## src/rtl/page_frame_bitmap_allocator_top_defines.svh

```systemverilog
// Assertion macros for the page frame bitmap allocator.
// Included by the top level; uses its clk and arst_n.
`ifndef PAGE_FRAME_BITMAP_ALLOCATOR_TOP_DEFINES_SVH
`define PAGE_FRAME_BITMAP_ALLOCATOR_TOP_DEFINES_SVH

// same-cycle implication
`define PFBA_ASSERT_NOW(lbl, ante, cons) \
	lbl: assert property (@(posedge clk) disable iff (!arst_n) (ante) |-> (cons)) \
		else $error("pfba assertion failed");

// next-cycle implication
`define PFBA_ASSERT_NEXT(lbl, ante, cons) \
	lbl: assert property (@(posedge clk) disable iff (!arst_n) (ante) |=> (cons)) \
		else $error("pfba assertion failed");

`endif

```

## src/rtl/pfba_pkg.sv

```systemverilog
// Shared constants, types and helpers of the page frame bitmap allocator.
// No dependencies.
`default_nettype none
package pfba_pkg;
	localparam int MAX_FRAMES = 65536;
	localparam int PAGE_BYTES = 4096;
	localparam int ADDR_BITS  = 48;
	localparam int WORD_BITS  = 64;
	localparam int MAP_WORDS  = MAX_FRAMES / WORD_BITS;
	localparam int WIDX_W     = $clog2(MAP_WORDS);
	localparam int BIT_W      = $clog2(WORD_BITS);
	localparam int FIDX_W     = WIDX_W + BIT_W;
	localparam int CNT_W      = 17;
	localparam int PG_W       = $clog2(PAGE_BYTES);
	localparam int BASE_W     = ADDR_BITS - PG_W;
	localparam int KIND_W     = 3;
	localparam int DIV_STEPS  = CNT_W;
	localparam int DCNT_W     = $clog2(DIV_STEPS);

	localparam logic [KIND_W-1:0] K_MARK_USED  = 3'd0;
	localparam logic [KIND_W-1:0] K_MARK_FREE  = 3'd1;
	localparam logic [KIND_W-1:0] K_ALLOC_ONE  = 3'd2;
	localparam logic [KIND_W-1:0] K_ALLOC_RUN  = 3'd3;
	localparam logic [KIND_W-1:0] K_FREE_RANGE = 3'd4;

	typedef struct packed {
		logic [KIND_W-1:0]    req_type;
		logic [ADDR_BITS-1:0] phys_addr;
		logic [CNT_W-1:0]     frame_count;
	} req_t;

	typedef struct packed {
		logic [ADDR_BITS-1:0] frame_addr;
		logic                 status;
	} res_t;

	typedef struct packed {
		logic load;
		logic clr_wr;
		logic div_step;
		logic fill_wr;
		logic one_eval;
		logic run_word;
		logic run_bit;
		logic set_oom;
	} cmd_t;

	typedef struct packed {
		logic clr_last;
		logic is_fill;
		logic is_one;
		logic is_run;
		logic oom_now;
		logic div_done;
		logic fill_last;
		logic found;
		logic scan_last;
		logic word_skip;
		logic word_last;
		logic bit_found;
		logic bit_last;
	} sts_t;

	typedef enum logic [11:0] {
		S_CLEAR = 12'b0000_0000_0001,
		S_IDLE  = 12'b0000_0000_0010,
		S_DEC   = 12'b0000_0000_0100,
		S_DIV   = 12'b0000_0000_1000,
		S_ORD   = 12'b0000_0001_0000,
		S_OEV   = 12'b0000_0010_0000,
		S_FRD   = 12'b0000_0100_0000,
		S_FEV   = 12'b0000_1000_0000,
		S_RRD   = 12'b0001_0000_0000,
		S_REV   = 12'b0010_0000_0000,
		S_RBIT  = 12'b0100_0000_0000,
		S_DONE  = 12'b1000_0000_0000
	} state_t;

	function automatic logic [BIT_W-1:0] ffs(input logic [WORD_BITS-1:0] v);
		logic [BIT_W-1:0] p;
		p = '0;
		for (int i = WORD_BITS - 1; i >= 0; i--) begin
			if (v[i]) p = BIT_W'(i);
		end
		return p;
	endfunction
endpackage
`default_nettype wire

```

## src/rtl/pfba_ctrl.sv

```systemverilog
// Controller state machine of the page frame bitmap allocator.
// Depends on pfba_pkg.
`default_nettype none
module pfba_ctrl (
	input  wire logic          clk,
	input  wire logic          arst_n,
	input  wire logic          start,
	input  wire pfba_pkg::sts_t sts,
	output pfba_pkg::cmd_t     cmd,
	output logic               busy,
	output logic               done
);
	pfba_pkg::state_t state_q, state_d;

	always_ff @(posedge clk or negedge arst_n) begin
		if (!arst_n) state_q <= pfba_pkg::S_CLEAR;
		else state_q <= state_d;
	end

	always_comb begin
		state_d = state_q;
		cmd = '0;
		case (state_q)
			pfba_pkg::S_CLEAR: begin
				cmd.clr_wr = 1'b1;
				if (sts.clr_last) state_d = pfba_pkg::S_IDLE;
			end
			pfba_pkg::S_IDLE: begin
				if (start) begin
					cmd.load = 1'b1;
					state_d = pfba_pkg::S_DEC;
				end
			end
			pfba_pkg::S_DEC: begin
				if (sts.oom_now) begin
					cmd.set_oom = 1'b1;
					state_d = pfba_pkg::S_DONE;
				end else if (sts.is_fill) state_d = pfba_pkg::S_FRD;
				else if (sts.is_one) state_d = pfba_pkg::S_DIV;
				else if (sts.is_run) state_d = pfba_pkg::S_RRD;
				else state_d = pfba_pkg::S_DONE;
			end
			pfba_pkg::S_DIV: begin
				cmd.div_step = 1'b1;
				if (sts.div_done) state_d = pfba_pkg::S_ORD;
			end
			pfba_pkg::S_ORD: state_d = pfba_pkg::S_OEV;
			pfba_pkg::S_OEV: begin
				cmd.one_eval = 1'b1;
				if (sts.found) state_d = pfba_pkg::S_DONE;
				else if (sts.scan_last) begin
					cmd.set_oom = 1'b1;
					state_d = pfba_pkg::S_DONE;
				end else state_d = pfba_pkg::S_ORD;
			end
			pfba_pkg::S_FRD: state_d = pfba_pkg::S_FEV;
			pfba_pkg::S_FEV: begin
				cmd.fill_wr = 1'b1;
				state_d = sts.fill_last ? pfba_pkg::S_DONE : pfba_pkg::S_FRD;
			end
			pfba_pkg::S_RRD: state_d = pfba_pkg::S_REV;
			pfba_pkg::S_REV: begin
				cmd.run_word = 1'b1;
				if (!sts.word_skip) state_d = pfba_pkg::S_RBIT;
				else if (sts.word_last) begin
					cmd.set_oom = 1'b1;
					state_d = pfba_pkg::S_DONE;
				end else state_d = pfba_pkg::S_RRD;
			end
			pfba_pkg::S_RBIT: begin
				cmd.run_bit = 1'b1;
				if (sts.bit_found) state_d = pfba_pkg::S_FRD;
				else if (sts.bit_last) begin
					if (sts.word_last) begin
						cmd.set_oom = 1'b1;
						state_d = pfba_pkg::S_DONE;
					end else state_d = pfba_pkg::S_RRD;
				end
			end
			pfba_pkg::S_DONE: state_d = pfba_pkg::S_IDLE;
			default: state_d = pfba_pkg::S_CLEAR;
		endcase
	end

	assign busy = (state_q != pfba_pkg::S_IDLE);
	assign done = (state_q == pfba_pkg::S_DONE);
endmodule
`default_nettype wire

```

## config.mk

```make
export PLATFORM = sky130hd
export DESIGN_NAME = pfba_ctrl
export DESIGN_NICKNAME = d
export VERILOG_FILES = /design/src/rtl/page_frame_bitmap_allocator_top_defines.svh /design/src/rtl/pfba_pkg.sv /design/src/rtl/pfba_ctrl.sv
export SDC_FILE = /design/constraint.sdc
export NUM_CORES = 1
export LEC_CHECK = 0
export ABC_CLOCK_PERIOD_IN_PS = 2800
export BUFFER_PORTS_ARGS = -buffer_cell sky130_fd_sc_hd__buf_2
export CORE_MARGIN = 1.5
export CORE_UTILIZATION = 55
export CTS_BUF_LIST = sky130_fd_sc_hd__clkbuf_8
export DETAILED_ROUTE_END_ITERATION = 7
export PLACE_DENSITY = 0.84
export SLEW_MARGIN = 0
export SYNTH_ARGS = -nofsm -noshare
export SYNTH_HDL_FRONTEND = slang
export SYNTH_SLANG_ARGS = --single-unit
```

## constraint.sdc

```tcl
create_clock -name clk -period 2.8 [get_ports clk]
set_input_delay 0.14 -clock clk [delete_from_list [all_inputs] [get_ports clk]]
set_output_delay 0.14 -clock clk [all_outputs]
set_load 0.01 [all_outputs]
```

==> results.yml, run 1 <==
die:
  core_area_sq_um: 1730
  fp.dieArea_sq_um: 2120
  fp.dieW_microns: 46.0
  fp.dieH_microns: 46.0
  boundaryPins: 26
  initial_core_util: 0.590
  num_rows: 15
timing:
  finalHoldViolations: 0
  fmax_ghz: 0.445
  timing.setup.tns_ns: 0
  tightest_slew_ns: 0.535
  period_needed_ns: 2.25
  rsz0062_at_grt: "no"
  relSlewSlack: 0.638
  fin_worst_skew_ns: 0.00285
  fin_crit_sh: 0.802
  drv_slew: 0
  setup_viol: 0
  setup_ws_ns: 0.555
clocking:
  cts_tree: "yes"
  numClockSinks: 12
  clk_path_buf_depth: 2
  clk_latency_ns: 0.25
  cts_root_buf: "clkbuf_8"
  cts_buffers: 3
  path_clk_slew_ns: 0.06
  postCtsSetupBuffers: 0
  ctsHtreeMaxLevel: 1
power:
  p_comb_frac: 0.361
  p_sw_uw: 266
  power.total_uw: 698
  p_sw_frac: 0.381
  clock_power_share: 0.281
  internal-power_uw: 433
  peakVddDrop_v: 0.000314
  p_per_area_nw_per_um2: 588
  p_seq_frac: 0.357
  p_leak_nw: 0.534
synthesis:
  syn_area_sq_um: 1020
  yosys.area.top_type_share: 0.270
  synth_seq_area_share: 0.296
  syn_area_per_cell_sq_um: 9.18
  yosys.area.top_type: "dfrtp_1"
  syn_nets: 127
  ys_ff_latch: 12
  yosysWarningCount: 0
  yosysUniqueCellTypes: 45
  synth_area_leaders: "dfrtp_1 (27%), nor2_1 (4.8%), nor4_4 (4.2%)"
  postSynthCellCount: 111
run:
  drv_cap: 0
critical_path:
  crit_path_max_fanout: 10
  cp_slowest_stage_delay_ns: 0.59
  critPathSlowestCell: "or4_4"
  crit_family: "simple AND/OR/NAND/NOR gates"
  rr_worst_depth: 4
  path_class: "reg2out"
  crit_arrival_ns: 2.11
  worst-path-buf-inv: 1
  required_ns: 2.66
  worst_setup_path_start_kind: "flop"
  worstPathCellList: "or4_4 > nor2_1 > nand2_1 > o211ai_1 > buf_2"
  crit_path_end_kind: "output port"
  cp.depth: 5
detailed_routing:
  drc_errors: 0
  vias: 1009
  first_pass_iters: 4
  wl_mm: 2.53
  drtIter0Drc: 47
  via_per_inst: 6.39
  wire_per_inst_microns: 16.0
  ant_nets: 0
global_routing:
  antenna_found_initial: 0
  grt_pass1_wl_mm: 3.98
  first_global_vias: 858
  track_usage: 0.269
  grt_overflow: 0
  grt_max_degree: 13
placed_design:
  port_buffers: 25
  dp_slack_ns: 0.834
  place_hpwl_mm: 1.82
  gp_congestion: 0.850
  placed_area_sq_um: 1120
finish:
  drive_gt1_frac: 0.323
  fin_area_sq_um: 1190
  layout_commonest_cell: "buf_2"
  top_register: "state_q"
  areaGrowthSynthToFinish_pct: 16.6
  fill_cells: 141
  utilization: 0.688
  top_regs: "state_q (12)"
  num_antenna_cells: 0
  final_cell_mix: "buf_2 (25), nor2_1 (13), dfrtp_1 (11), nand2_1 (8)"
  largest_reg_flops: 12
  nNetsFinal: 150
hold_path:
  min_path_cells: 2
  hold_class: "in2reg"
status:
  status: "completed"
cells by family after synthesis:
| logic type | Yosys count | synth area share |
|---|---|---|
| simple gates | 62 | 0.437 |
| compound gates | 21 | 0.166 |
| flops | 12 | 0.296 |
| buf+inv | 12 | 0.0663 |
| xor+xnor | 4 | 0.0344 |
power by group through the flow:
stage	Sequential (mW)	Clock [mW]	Combinational [mW]
5_1_grt	0.256	0.204	0.278
3_5_place_dp	0.250	0	0.246
2_1_floorplan	0.215	0	0.209
3_3_place_gp	0.250	0	0.244
4_1_cts	0.249	0.197	0.251
6_report	0.250	0.196	0.252
per-layer routing:
| layer | up-vias | GRT usage | routed length, microns |
|---|---|---|---|
| met5 | - | 0 | 0 |
| met4 | 0 | 0.103 | 40 |
| met3 | 5 | 0.0357 | 188 |
| met2 | 56 | 0.433 | 1240 |
| met1 | 479 | 0.362 | 1060 |
| li1 | 469 | - | - |
cell usage after synthesis (all sizes together):
master	n
nor2	13
dfrtp	11
nand2	8
nor3	7
o21ai	7
buf	6
nand4	5
nor4	5
inv	4
nand3	4
nor4b	4
xor2	4
o311ai	3
or4	3
or4b	3
a32oi	2
clkbuf	2
nand3b	2
nor3b	2
o211ai	2
a21oi	1
a32o	1
a41oi	1
and3	1
and4b	1
dfstp	1
nand2b	1
nand4b	1
nor2b	1
o2111ai	1
o21bai	1
o2bb2ai	1
o41ai	1
or3b	1
cell type report:
| class | count | area, sq um | area share |
|---|---|---|---|
| sequential | 12 | 302 | 0.254 |
| multi-input combinational | 87 | 649 | 0.547 |
| clock buffer | 4 | 55.1 | 0.0464 |
| tap | 25 | 31.3 | 0.0263 |
| inverter | 4 | 15.0 | 0.0126 |
| timing repair buffer | 26 | 135 | 0.114 |
through the flow:
stage | hold WS (ns) | cells
2_1_floorplan | -0.156 | 111
3_3_place_gp | 0.0319 | 153
3_5_place_dp | 0.0371 | 153
4_1_cts | 0.0904 | 158
6_report | 0.0894 | 158
5_1_grt | 0.104 | 158
worst paths after layout:
path / from / to / slack [ns]
worst max-delay path: state_q[2] / cmd[0] / 0.55
worst min-delay path: sts[7] / state_q[3] / 0.09
worst max register to register: state_q[5] / state_q[1] / 0.82
worst min register to register: state_q[0] / state_q[0] / 0.57
max in group asynchronous: arst_n / state_q[0] / 2.23
min in group asynchronous: arst_n / state_q[9] / 0.30
timing repair:
action                                 CTS  global route
endpoints found under the hold margin   11             0
hold buffers                             1             0
resized for setup                        0             0
Note: power is estimated with default switching activity, not from simulation.
==> run 2: changes to the inputs <==
ABC_CLOCK_PERIOD_IN_PS = 1900   (was 2800)
CORE_UTILIZATION = 49   (was 55)
PLACE_DENSITY = 0.8   (was 0.84)
clock period = 1.9 ns   (was 2.8 ns; I/O delays follow)
==> run 2 against run 1 <==
Effect of this change: non-clock buffer count rose by 23; critical path depth up 1; sequential power up 29%; largest cell class unchanged; cell count increased by 16%.
==> results.yml, run 2 (synthesized netlist as in run 1, its figures left out) <==
status:
  status: "completed"
finish:
  num_antenna_cells: 0
  largest_reg_flops: 12
  fill_cells: 158
  areaGrowthSynthToFinish_pct: 38.5
  top_regs: "state_q (12)"
  final_cell_mix: "buf_2 (25), buf_4 (21), nor2_1 (11), dfrtp_2 (9), nand2_1 (8)"
  drive_gt1_frac: 0.513
  multi_input_area_sq_um: 678
  fin_area_sq_um: 1410
  nNetsFinal: 173
  layout_commonest_cell: "buf_2"
  seq_area_sq_um: 313
  top_register: "state_q"
global_routing:
  first_global_vias: 1043
  use_met3: 0.0432
  antenna_found_initial: 0
  grt_pass1_wl_mm: 4.88
  grt_max_degree: 13
  track_usage: 0.262
  grt_busiest_layer: "met2"
  grt_overflow: 0
  met2_usage: 0.431
  use_met1: 0.355
timing:
  tightest_slew_ns: 0.480
  timing.setup.tns_ns: 0
  relSlewSlack: 0.675
  fin_worst_skew_ns: 0.000906
  fin_crit_sh: 0.993
  rsz0062_at_grt: "yes"
  finalHoldViolations: 0
  period_needed_ns: 1.89
  whs_ns: 0.0499
  drv_slew: 0
  setup_viol: 0
  fmax_ghz: 0.530
clocking:
  ctsHtreeMaxLevel: 1
  cts_tree: "yes"
  cts_root_buf: "clkbuf_8"
  clk_latency_ns: 0.24
  numClockSinks: 12
  path_clk_slew_ns: 0.06
  clk_path_buf_depth: 2
  cts_buffers: 3
critical_path:
  crit_arrival_ns: 1.79
  required_ns: 1.80
  r2r-start: "state_q[5]"
  reg2reg_slack_ns: 0.05
  crit_path_end_kind: "output port"
  path_class: "reg2out"
  crit_path_max_fanout: 5
  worst_setup_path_start_kind: "flop"
  rr_worst_depth: 5
  reg2reg_to: "state_q[3]"
placed_design:
  gp_congestion: 0.829
  place_hpwl_mm: 2.08
  port_buffers: 25
  placed_area_sq_um: 1180
die:
  fp.dieArea_sq_um: 2360
  core_area_sq_um: 1960
  boundaryPins: 26
  fp.dieW_microns: 48.6
  fp.dieH_microns: 48.6
  initial_core_util: 0.519
  num_rows: 16
hold_path:
  hold_class: "in2reg"
  min_path_cells: 2
  holdPathEnd: "state_q[3]"
  hp-start: "sts[7]"
run:
  drv_cap: 0
detailed_routing:
  drc_errors: 0
  vias: 1127
  drtIter0Drc: 52
  wl_mm: 3.12
  first_pass_iters: 4
  ant_nets: 0
  wire_per_inst_microns: 17.0
  via_per_inst: 6.16
power:
  p_leak_nw: 0.651
  power.total_mw: 1.17
  peakVddDrop_v: 0.000759
  p_per_area_nw_per_um2: 827
==> run 2: worst max path at each step <==
stage	from	to	slack, ns	cells after the start
detailed placement	state_q[5]	cmd[2]	0.13	6
finish	state_q[2]	cmd[2]	0.01	6
CTS	state_q[7]	cmd[2]	0.003	6
global placement	state_q[5]	cmd[2]	0.15	6
global route	state_q[2]	state_q[11]	-0.04	6
floorplan	state_q[8]	state_q[11]	0.21	5
==> run 2: repair_timing <==
action,in CTS,in global routing
hold endpoints to repair,12,0
hold buffers,1,0
setup endpoints to repair,4,8
pin swaps,6,6
setup buffers,9,6
gates resized for setup,10,8
==> run 2: layer usage <==
layer,share of wire,vias to the layer above
li1,-,519
met4,0.015,0
met5,0,-
met2,0.47,72
met1,0.43,528
met3,0.083,8
==> run 2: critical path, cell delays in order (launching register included) <==
cell and delay, ns:
dfrtp_2 0.44, or4_4 0.56, nor2_4 0.15, buf_6 0.11
nand3_1 0.09, inv_1 0.07, buf_2 0.12
==> run 2: area by class of cell <==
cell class / instances / share of cell area
Clock buffer: 4 / 0.0390
Inverter: 4 / 0.0106
Multi-Input combinational cell: 87 / 0.481
Sequential cell: 12 / 0.222
Tap cell: 27 / 0.0240
Timing Repair Buffer: 49 / 0.224
==> run 2: power by group <==
| group | leakage (nW) | switching (mW) | internal, mW | total, mW |
|---|---|---|---|---|
| clock network | 0.0288 | 0.107 | 0.184 | 0.290 |
| logic | 0.475 | 0.297 | 0.256 | 0.554 |
| registers | 0.148 | 0.0292 | 0.293 | 0.322 |
==> run 2: metrics by stage <==
step                utilization  cells  setup slack (ns)
floorplan                     -    111             0.206
finish                    0.719    183            0.0124
global route              0.719    183           -0.0396
detailed placement        0.604    163             0.130
global placement          0.604    163             0.146
CTS                       0.682    177           0.00271
